**config.mk**
```make
export PLATFORM = sky130hd
export DESIGN_NAME = bfa_seq
export DESIGN_NICKNAME = d
export VERILOG_FILES = /design/src/rtl/bfa_pkg.sv /design/src/rtl/bfa_seq.sv
export VERILOG_INCLUDE_DIRS = /design/src /design/src/rtl
export SDC_FILE = /design/constraint.sdc
export NUM_CORES = 1
export LEC_CHECK = 0
export ABC_AREA = 1
export ABC_CLOCK_PERIOD_IN_PS = 6000
export BUFFER_PORTS_ARGS = -buffer_cell sky130_fd_sc_hd__buf_2
export CORE_MARGIN = 10
export CORE_UTILIZATION = 56
export CTS_CLUSTER_DIAMETER = 50
export DETAILED_ROUTE_END_ITERATION = 12
export PLACE_DENSITY = 0.82
export SKIP_CTS_REPAIR_TIMING = 1
export SYNTH_ARGS = -nofsm -noshare
export SYNTH_HDL_FRONTEND = slang
export SYNTH_SLANG_ARGS = --single-unit
```
**constraint.sdc**
```tcl
create_clock -name clk -period 6 [get_ports clk]
set_input_delay 0.3 -clock clk [delete_from_list [all_inputs] [get_ports clk]]
set_output_delay 0.3 -clock clk [all_outputs]
set_load 0.005 [all_outputs]
```
**src/rtl/bitmap_frame_allocator_unit_macros.svh**
```systemverilog
// assertion helpers used by the allocator sequencer
`ifndef BITMAP_FRAME_ALLOCATOR_UNIT_MACROS_SVH
`define BITMAP_FRAME_ALLOCATOR_UNIT_MACROS_SVH

// condition holds at every clock edge out of reset
`define BFA_ASSERT_ALWAYS(label, c, r, cond) \
    label: assert property (@(posedge c) disable iff (!r) (cond)) \
        else $error("bfa: invariant violated");

// consequence holds in the same cycle as the antecedent
`define BFA_ASSERT_IMPLIES(label, c, r, ante, cons) \
    label: assert property (@(posedge c) disable iff (!r) (ante) |-> (cons)) \
        else $error("bfa: same-cycle implication violated");

// consequence holds in the cycle after the antecedent
`define BFA_ASSERT_NEXT(label, c, r, ante, cons) \
    label: assert property (@(posedge c) disable iff (!r) (ante) |=> (cons)) \
        else $error("bfa: next-cycle implication violated");

`endif

```
**src/rtl/bfa_pkg.sv**
```systemverilog
package bfa_pkg;

    // default sizing
    localparam int unsigned DEF_MAX_FRAME_COUNT = 32768;
    localparam int unsigned DEF_FRAME_BYTES     = 4096;
    localparam int unsigned DEF_MAP_WORD_BITS   = 32;
    localparam int unsigned DEF_MAP_WORDS       =
        (DEF_MAX_FRAME_COUNT + DEF_MAP_WORD_BITS - 1) / DEF_MAP_WORD_BITS;

    // fixed field widths
    localparam int unsigned CFG_W   = 16;
    localparam int unsigned MODE_W  = 2;
    localparam int unsigned ADDR_W  = 32;
    localparam int unsigned FADDR_W = 27;
    localparam int unsigned COUNT_W = 16;

    // request kinds
    localparam logic [MODE_W-1:0] MODE_ALLOC   = 2'd0;
    localparam logic [MODE_W-1:0] MODE_FREE    = 2'd1;
    localparam logic [MODE_W-1:0] MODE_RESERVE = 2'd2;

    typedef struct packed {
        logic [MODE_W-1:0] mode;
        logic [ADDR_W-1:0] addr;
    } bfa_req_t;

    typedef struct packed {
        logic [FADDR_W-1:0] frame_addr;
        logic               ok;
        logic [COUNT_W-1:0] used_count;
        logic [COUNT_W-1:0] free_count;
    } bfa_rsp_t;

    typedef enum logic [2:0] {
        ST_CLEAR,
        ST_IDLE,
        ST_SCAN,
        ST_MODIFY,
        ST_DONE
    } bfa_state_t;

endpackage

```
**src/rtl/bfa_seq.sv**
```systemverilog
module bfa_seq #(
    parameter int unsigned MAX_FRAME_COUNT = bfa_pkg::DEF_MAX_FRAME_COUNT,
    parameter int unsigned FRAME_BYTES     = bfa_pkg::DEF_FRAME_BYTES,
    parameter int unsigned MAP_WORD_BITS   = bfa_pkg::DEF_MAP_WORD_BITS,
    localparam int unsigned MAP_WORDS      =
        (MAX_FRAME_COUNT + MAP_WORD_BITS - 1) / MAP_WORD_BITS,
    localparam int unsigned WORD_AW        = (MAP_WORDS > 1) ? $clog2(MAP_WORDS) : 1
) (
    input  logic                         clk,
    input  logic                         rst_n,
    input  logic [bfa_pkg::CFG_W-1:0]    total,
    input  logic                         req_valid,
    output logic                         req_ready,
    input  bfa_pkg::bfa_req_t            req,
    output logic                         rsp_valid,
    input  logic                         rsp_ready,
    output bfa_pkg::bfa_rsp_t            rsp,
    output logic                         mem_we,
    output logic [WORD_AW-1:0]           mem_waddr,
    output logic [MAP_WORD_BITS-1:0]     mem_wdata,
    output logic                         mem_re,
    output logic [WORD_AW-1:0]           mem_raddr,
    input  logic [MAP_WORD_BITS-1:0]     mem_rdata
);

    import bfa_pkg::*;

    `include "bitmap_frame_allocator_unit_macros.svh"

    // frame bytes and map word bits are powers of two
    localparam int unsigned BIT_W       = $clog2(MAP_WORD_BITS);
    localparam int unsigned FRAME_SHIFT = $clog2(FRAME_BYTES);
    localparam int unsigned FIX_W       = WORD_AW + BIT_W;
    localparam int unsigned CNT_W       = WORD_AW + 1;
    localparam int unsigned PROD_W      = FIX_W + FRAME_SHIFT;
    localparam int unsigned WIDE_W      = (PROD_W > FADDR_W) ? PROD_W : FADDR_W;

    bfa_state_t state_reg, state_next;
    logic [CNT_W-1:0]     word_cnt_reg, word_cnt_next;
    logic                 pend_reg, pend_next;
    logic [COUNT_W-1:0]   used_reg, used_next;
    logic                 rsp_valid_reg, rsp_valid_next;
    logic [WORD_AW-1:0]   eval_addr_reg, eval_addr_next;
    logic [MODE_W-1:0]    mode_reg, mode_next;
    logic [FIX_W-1:0]     frame_reg, frame_next;
    logic                 res_ok_reg, res_ok_next;
    logic [FIX_W-1:0]     res_frame_reg, res_frame_next;
    bfa_rsp_t             rsp_reg, rsp_next;

    logic [31:0]              total_w;
    logic [31:0]              scan_base;
    logic [31:0]              eval_base;
    logic                     issue_ok;
    logic [MAP_WORD_BITS-1:0] valid_mask;
    logic [MAP_WORD_BITS-1:0] cand;
    logic [BIT_W-1:0]         hit_idx;
    logic                     hit;
    logic [31:0]              req_frame;
    logic                     req_in_range;
    logic                     req_modifies;
    logic                     cur_bit;
    logic                     do_free;
    logic                     do_resv;
    logic                     slot_free;
    logic                     accept;
    logic                     clear_last;
    logic [WIDE_W-1:0]        faddr_wide;

    // handshake
    assign req_ready = (state_reg == ST_IDLE);
    assign accept    = req_valid && req_ready;
    assign slot_free = !rsp_valid_reg || rsp_ready;
    assign rsp_valid = rsp_valid_reg;
    assign rsp       = rsp_reg;

    // scan addressing: next word to read and word whose data is on the ram output
    assign total_w    = 32'(total);
    assign scan_base  = 32'({word_cnt_reg, {BIT_W{1'b0}}});
    assign eval_base  = 32'({eval_addr_reg, {BIT_W{1'b0}}});
    assign issue_ok   = (scan_base < total_w);
    assign clear_last = (word_cnt_reg == CNT_W'(MAP_WORDS - 1));

    // frames of the evaluated word that lie below the total
    always_comb
    begin
        valid_mask = '0;
        for (int i = 0; i < MAP_WORD_BITS; i++)
        begin
            valid_mask[i] = ((eval_base + 32'(i)) < total_w);
        end
    end

    assign cand = ~mem_rdata & valid_mask;
    assign hit  = pend_reg && (|cand);

    // lowest free frame in the evaluated word
    always_comb
    begin
        hit_idx = '0;
        for (int i = MAP_WORD_BITS - 1; i >= 0; i--)
        begin
            if (cand[i])
            begin
                hit_idx = BIT_W'(i);
            end
        end
    end

    // free and reserve decode
    assign req_frame    = req.addr >> FRAME_SHIFT;
    assign req_in_range = (req_frame < total_w);
    assign req_modifies = ((req.mode == MODE_FREE) || (req.mode == MODE_RESERVE))
                          && req_in_range;
    assign cur_bit      = mem_rdata[frame_reg[BIT_W-1:0]];
    assign do_free      = (mode_reg == MODE_FREE) && cur_bit;
    assign do_resv      = (mode_reg == MODE_RESERVE) && !cur_bit;

    assign faddr_wide = WIDE_W'({res_frame_reg, {FRAME_SHIFT{1'b0}}});

    // next state
    always_comb
    begin
        state_next = state_reg;
        unique case (state_reg)
            ST_CLEAR:
            begin
                if (clear_last)
                begin
                    state_next = ST_IDLE;
                end
            end
            ST_IDLE:
            begin
                if (accept)
                begin
                    priority if (req.mode == MODE_ALLOC)
                    begin
                        state_next = ST_SCAN;
                    end
                    else if (req_modifies)
                    begin
                        state_next = ST_MODIFY;
                    end
                    else
                    begin
                        state_next = ST_DONE;
                    end
                end
            end
            ST_SCAN:
            begin
                if (hit || !issue_ok)
                begin
                    state_next = ST_DONE;
                end
            end
            ST_MODIFY:
            begin
                state_next = ST_DONE;
            end
            ST_DONE:
            begin
                if (slot_free)
                begin
                    state_next = ST_IDLE;
                end
            end
            default:
            begin
                state_next = ST_CLEAR;
            end
        endcase
    end

    // datapath, ram control and result
    always_comb
    begin
        word_cnt_next  = word_cnt_reg;
        pend_next      = pend_reg;
        used_next      = used_reg;
        eval_addr_next = eval_addr_reg;
        mode_next      = mode_reg;
        frame_next     = frame_reg;
        res_ok_next    = res_ok_reg;
        res_frame_next = res_frame_reg;
        rsp_next       = rsp_reg;
        rsp_valid_next = rsp_valid_reg && !rsp_ready;
        mem_we         = 1'b0;
        mem_waddr      = '0;
        mem_wdata      = '0;
        mem_re         = 1'b0;
        mem_raddr      = '0;

        unique case (state_reg)
            ST_CLEAR:
            begin
                mem_we        = 1'b1;
                mem_waddr     = word_cnt_reg[WORD_AW-1:0];
                word_cnt_next = clear_last ? '0 : word_cnt_reg + CNT_W'(1);
            end
            ST_IDLE:
            begin
                if (accept)
                begin
                    mode_next      = req.mode;
                    frame_next     = req_frame[FIX_W-1:0];
                    res_ok_next    = 1'b0;
                    res_frame_next = '0;
                    word_cnt_next  = '0;
                    pend_next      = 1'b0;
                    if (req_modifies)
                    begin
                        mem_re    = 1'b1;
                        mem_raddr = req_frame[FIX_W-1:BIT_W];
                    end
                end
            end
            ST_SCAN:
            begin
                pend_next = 1'b0;
                if (hit)
                begin
                    mem_we         = 1'b1;
                    mem_waddr      = eval_addr_reg;
                    mem_wdata      = mem_rdata | (MAP_WORD_BITS'(1) << hit_idx);
                    used_next      = used_reg + COUNT_W'(1);
                    res_ok_next    = 1'b1;
                    res_frame_next = {eval_addr_reg, hit_idx};
                end
                else if (issue_ok)
                begin
                    mem_re         = 1'b1;
                    mem_raddr      = word_cnt_reg[WORD_AW-1:0];
                    pend_next      = 1'b1;
                    eval_addr_next = word_cnt_reg[WORD_AW-1:0];
                    word_cnt_next  = word_cnt_reg + CNT_W'(1);
                end
            end
            ST_MODIFY:
            begin
                mem_waddr = frame_reg[FIX_W-1:BIT_W];
                if (do_free)
                begin
                    mem_we      = 1'b1;
                    mem_wdata   = mem_rdata & ~(MAP_WORD_BITS'(1) << frame_reg[BIT_W-1:0]);
                    used_next   = used_reg - COUNT_W'(1);
                    res_ok_next = 1'b1;
                end
                else if (do_resv)
                begin
                    mem_we      = 1'b1;
                    mem_wdata   = mem_rdata | (MAP_WORD_BITS'(1) << frame_reg[BIT_W-1:0]);
                    used_next   = used_reg + COUNT_W'(1);
                    res_ok_next = 1'b1;
                end
            end
            ST_DONE:
            begin
                if (slot_free)
                begin
                    rsp_valid_next      = 1'b1;
                    rsp_next.frame_addr = faddr_wide[FADDR_W-1:0];
                    rsp_next.ok         = res_ok_reg;
                    rsp_next.used_count = used_reg;
                    rsp_next.free_count = (total > used_reg) ? total - used_reg : '0;
                end
            end
            default:
            begin
                word_cnt_next = '0;
            end
        endcase
    end

    // control registers
    always_ff @(posedge clk or negedge rst_n)
    begin
        if (!rst_n)
        begin
            state_reg     <= ST_CLEAR;
            word_cnt_reg  <= '0;
            pend_reg      <= 1'b0;
            used_reg      <= '0;
            rsp_valid_reg <= 1'b0;
        end
        else
        begin
            state_reg     <= state_next;
            word_cnt_reg  <= word_cnt_next;
            pend_reg      <= pend_next;
            used_reg      <= used_next;
            rsp_valid_reg <= rsp_valid_next;
        end
    end

    // payload registers
    always_ff @(posedge clk)
    begin
        eval_addr_reg <= eval_addr_next;
        mode_reg      <= mode_next;
        frame_reg     <= frame_next;
        res_ok_reg    <= res_ok_next;
        res_frame_reg <= res_frame_next;
        rsp_reg       <= rsp_next;
    end

    // checks
    `BFA_ASSERT_ALWAYS(a_no_rw_clash, clk, rst_n, !(mem_we && mem_re))
    `BFA_ASSERT_IMPLIES(a_clear_writes_zero, clk, rst_n, state_reg == ST_CLEAR, mem_we && (mem_wdata == '0))
    `BFA_ASSERT_NEXT(a_used_unit_step, clk, rst_n, 1'b1, (used_reg == $past(used_reg)) || (used_reg == $past(used_reg) + 16'd1) || (used_reg == $past(used_reg) - 16'd1))
    `BFA_ASSERT_IMPLIES(a_hold_when_slot_busy, clk, rst_n, (state_reg == ST_DONE) && rsp_valid_reg && !rsp_ready, state_next == ST_DONE)
    `BFA_ASSERT_IMPLIES(a_write_only_on_change, clk, rst_n, mem_we && (state_reg != ST_CLEAR), res_ok_next)

endmodule

```
Yosys cells after proc, flatten, opt, wreduce, memory -nomap -nowiden
Index checks and enable logic that the tools add are counted.
{ "word_totals": {"inputBits": 86, "output_inout_bits": 116, "regBits": 123} }
{ "classes": {"eq_ne": 17, "bitwise_logic": 8, "mux": 81, "n_shift": 2, "n_lt_le_gt_ge": 36, "n_reduce_logical": 29, "add_sub_neg": 35} }
{ "ops": {"columns": ["op", "count"], "rows": [
  ["$lt 16x16->1", 32],
  ["$add 15x5->16 const B", 16],
  ["$mux 5", 32],
  ["$add 15x4->16 const B", 8],
  ["$mux 32", 3],
  ["$add 15x3->16 const B", 4],
  ["$and 32x32->32", 2],
  ["$not 32->32", 2],
  ["$or 32x32->32", 2],
  ["$pmux 32 s2", 1],
  ["$shl 1x5->32 const A", 2],
  ["$mux 10", 5],
  ["$mux 16", 3],
  ["$mux 11", 4],
  ["$pmux 11 s4", 1],
  ["$add 15x2->16 const B", 2],
  ["$pmux 16 s2", 1],
  ["$reduce_or 32->1", 1],
  ["$mux 15", 2],
  ["$pmux 10 s3", 1],
  ["$pmux 15 s2", 1],
  ["$lt 20x16->1", 1],
  ["$pmux 10 s2", 1],
  ["$mux 3", 6],
  ["34 further kinds", 75]
]} }

Logic depth before layout (Yosys ltp)
{ "logic_depth": {"word_depth": 39, "depth_mapped": 46, "depth_no_buf": 46} }

Worst setup path after synthesis
No wires, ideal clock.
{ "synth_timing": {"kind": "reg2reg", "startpoint": "register eval_addr_reg[2]", "endpoint": "register res_frame_reg[0] (enable)", "path_slack_ns": 1.685, "n_path_buf": 1, "path_stages_with_launch": 26, "arrival_time_ns": 3.924, "path_cell_list": "edfxtp_1 > ha_1 > a21oi_2 > nand2_2 > nor2_4 > nor2_8 > inv_2 > buf_2 > a21oi_1 > nor3_1 > nor2_1 > nand3_1 > inv_1 > nand2_1 > nor2_1 > nand2_1 > nand2_2 > inv_2 > nor2_4 > inv_2 > nor2_4 > inv_2 > nand4_2 > nor2_2 > inv_2 > a21oi_1"} }
{ "synth_between": {"elab_chain_len": 7, "word_cells_on_any_way": 68, "cone_classes": "add/sub (31); order compare (32); eq/ne (1); bitwise (1); reduce/logical (3)"} }
{ "synth_lines": {"columns": ["element", "line_no", "text"], "rows": [
  ["start, declared", "bfa_seq.sv:43", "logic [WORD_AW-1:0] eval_addr_reg, eval_addr_next;"],
  ["start signal, assigned", "bfa_seq.sv:299", "eval_addr_reg <= eval_addr_next;"],
  ["$add 15x1->16, or another cell as far along", "bfa_seq.sv:89", "valid_mask[i] = ((eval_base + 32'(i)) < total_w);"],
  ["$lt 16x16->1", "bfa_seq.sv:89", null],
  ["$and 32x32->32 *", "bfa_seq.sv:93", "assign cand = ~mem_rdata & valid_mask;"],
  ["$reduce_or 32->1 *", "bfa_seq.sv:94", "assign hit = pend_reg && (|cand);"],
  ["$logic_and 1x1->1 *", "bfa_seq.sv:94", null],
  ["$ne 2x2->1 (no source line) *", null, null],
  ["$reduce_and 3->1 (no source line) *", null, null],
  ["end signal, assigned", "bfa_seq.sv:303", "res_frame_reg <= res_frame_next;"],
  ["end, declared", "bfa_seq.sv:47", "logic [FIX_W-1:0] res_frame_reg, res_frame_next;"]
]} }
Mark *: on every way between the ends. The rest lies on a longest branch, timed or not.
A chain may end at the register's enable or synchronous reset.

Worst setup path after layout
{ "layout_timing": {"startpoint": "register eval_addr_reg[8]", "endpoint": "output mem_raddr[1]"} }
{ "layout_between": {"elab_chain_len": 7, "word_cells_on_any_way": 68, "cone_classes": "add/sub (31); order compare (32); mux (2); bitwise (1); reduce/logical (2)"} }
{ "layout_lines": {"columns": ["element", "line_no", "text"], "rows": [
  ["$add 15x1->16, or another cell as far along", "bfa_seq.sv:89", null],
  ["$lt 16x16->1", "bfa_seq.sv:89", null],
  ["$and 32x32->32 *", "bfa_seq.sv:93", null],
  ["$reduce_or 32->1 *", "bfa_seq.sv:94", null],
  ["$logic_and 1x1->1 *", "bfa_seq.sv:94", null],
  ["$mux 10 *", "bfa_seq.sv:221", "if (hit)"],
  ["$pmux 10 s2 *", "bfa_seq.sv:194", "unique case (state_reg)"],
  ["end, declared", "bfa_seq.sv:22", "output logic [WORD_AW-1:0] mem_raddr,"]
]} }
Marks and branches as above.

==> reports/metrics.cfg <==
[status]
outcome=complete, but fails checks
violations=hold timing

[setup_path]
critPathCapture=mem_raddr[1]
start_kind=flip-flop
reg2reg_from=eval_addr_reg[8]
r2r_slack_ps=1250
ff2ff_path_depth=23
critPathMaxFanout=19
regToRegEndpoint=res_frame_reg[6]
critical_path_class=flip-flop to output pin
endpoint_kind=output pin
startpoint=eval_addr_reg[8]
critical_path_required_ps=5700
worstPathArrival_ps=5080

[logic_synthesis]
post_synth.cell_area_avg_um2=7.67
synth_top_flop_cell=edfxtp_1
synth-seq-cells=123
synth_sequential_area_ratio_pct=37.3
synth_area_leaders=edfxtp_1, nand2_1, dfrtp_1
synth_top_area_share_pct=28.9
synth-edff-count=91
syn_inst=1234
synth_top_area_cell=edfxtp_1
async_flop_share_pct=26.0
ys_types=56
netlist_area_um2=9470
yosysWarnings=0

[pwr]
power.leakage_nw=5.36
ir_drop_uv=233
power_density_nw_per_um2=319
p_total_mw=3.54

[floorplan]
pin_count=202
die_area_um2=22500
die_w_um=150
core_region_area_um2=16600
start_util_pct=57.1
die_y_um=150
row_count=47

[routing]
drt_wl_total_um=30700
ant_nets=0
first_pass_iters=6
drt_iter0_markers=991
vias=9443
drc=0
avgViaCountPerCell=5.78
detail_route.wl_per_cell_um=18.8

[global_routing]
grt_start_max_net_pins=41
gr-total-overflow=0
grt_usage_pct=26.4
grt_pass1_vias=8856
grt_pass1_wl_um=47000
antenna_found_initial=1

[min_path]
hp-class=primary input to async pin

[timing]
setup-tns-final_ps=0
worst_pin_slew_ps=898
holdWs_ps=-29.0
finalHoldViolCount=32
rsz0062_at_grt=false
setup_viol=0
min_period_over_period_pct=89.7
relSlewSlack_pct=39.9
fmax_mhz=186
min_period_ps=5380
skew_ps=8.80
slew_violations=0

[final_layout]
nets=1545
layout-drive-gt1-share_pct=19.8
final_cell_mix=nand2_1, inv_1, buf_2
area_growth_pct=16.9
fillers=1454
layout_commonest_cell=nand2_1
largest_register_ffs=48

[place]
hpwl_um=23200
place.port_buffers=177
gp_congestion=1.01

[clock_tree]
cts.clk_slew.worst_paths_ps=60
clock_sinks=123
cts_tree=yes
clk_latency_ps=420
htreeDepth=4
clockBufferDepth=2
numCtsBuffers=17
root_buffer=clkbuf_16

[run]
max_cap_violations=0

-- final cells by class --
class	instances	area (um2)	share of cell area, %
multi-input combinational	867	4980	45.0
timing repair buffer	187	961	8.68
inverter	205	769	6.95
sequential	123	3530	31.9
clock buffer	20	447	4.04
clock inverter	12	101	0.916
antenna	1	2.50	0.0226
tap	220	275	2.49
-- cell families after synthesis --
kind of cell	synth area share [%]
simple gates	26.7
buf+inv	10.7
compound gates	15.7
flops	37.3
fa+ha+maj	7.75
xor+xnor	1.76
other cells	0.0396
-- cells in the mapped netlist, types with 9 or more instances --
master    count
dfrtp_1      32
inv_1       182
buf_4        12
o211ai_1     53
o22ai_1      14
a21oi_1      45
inv_2        15
clkbuf_1     31
edfxtp_1     91
o22ai_2       9
o21ai_0      48
nor3_1       39
o21bai_1     11
ha_1         57
nor2_1      101
nand4_1      35
nand3_1      55
xor2_1       16
nand2_1     281
-- worst min path at each step --
| stage | startpoint | end | slack (ps) | cells past startpoint |
|---|---|---|---|---|
| global route | rst_n | used_reg[13] | 40 | 1 |
| detailed placement | res_frame_reg[0] | rsp[45] | 410 | 0 |
| CTS | rst_n | used_reg[13] | -7 | 1 |
| finish | rst_n | used_reg[12] | -30 | 1 |
| global placement | res_frame_reg[0] | rsp[45] | 400 | 0 |
| floorplan | rst_n | pend_reg | 4 | 0 |
-- metal layers --
metal,GRT usage (%),share of wire [%],vias up
met5,0,0,-
met4,11.8,4.0,0
met2,43.2,47,525
li1,-,-,4506
met3,6.07,9.8,89
met1,32.7,40,4323
-- per-stage QoR --
step	utilization (%)	setup slack [ps]	hold WS (ps)	std cells	instance area [um2]
6_report	66.7	616	-29.0	1635	11100
5_1_grt	66.7	232	41.4	1634	11100
4_1_cts	66.7	398	-7.23	1634	11100
3_5_place_dp	63.4	730	406	1602	10500
3_3_place_gp	63.4	841	403	1602	10500
2_1_floorplan	-	1680	4.41	1245	9510
-- worst max-delay path, stage by stage (launching register included) --
cell,delay (ps)
edfxtp_1,390
ha_1,390
nand2_1,100
nor3_1,210
nand2_1,130
nand2_4,230
nor2_1,90
a21oi_1,220
inv_1,80
nor2_1,140
nand2_1,90
nor3_1,340
nand2_1,190
nand2_2,120
inv_2,110
nor2_4,130
inv_2,60
nor2_4,320
inv_2,80
nand4_2,120
nor2_4,140
inv_2,120
or2_1,540
o22ai_1,140
buf_2,170
-- power by group --
| part | total, mW | internal, mW | switching [mW] |
|---|---|---|---|
| clock network | 0.956 | 0.576 | 0.381 |
| registers | 1.29 | 1.17 | 0.124 |
| logic | 1.29 | 0.396 | 0.890 |
(Power assumes the default switching activity.)
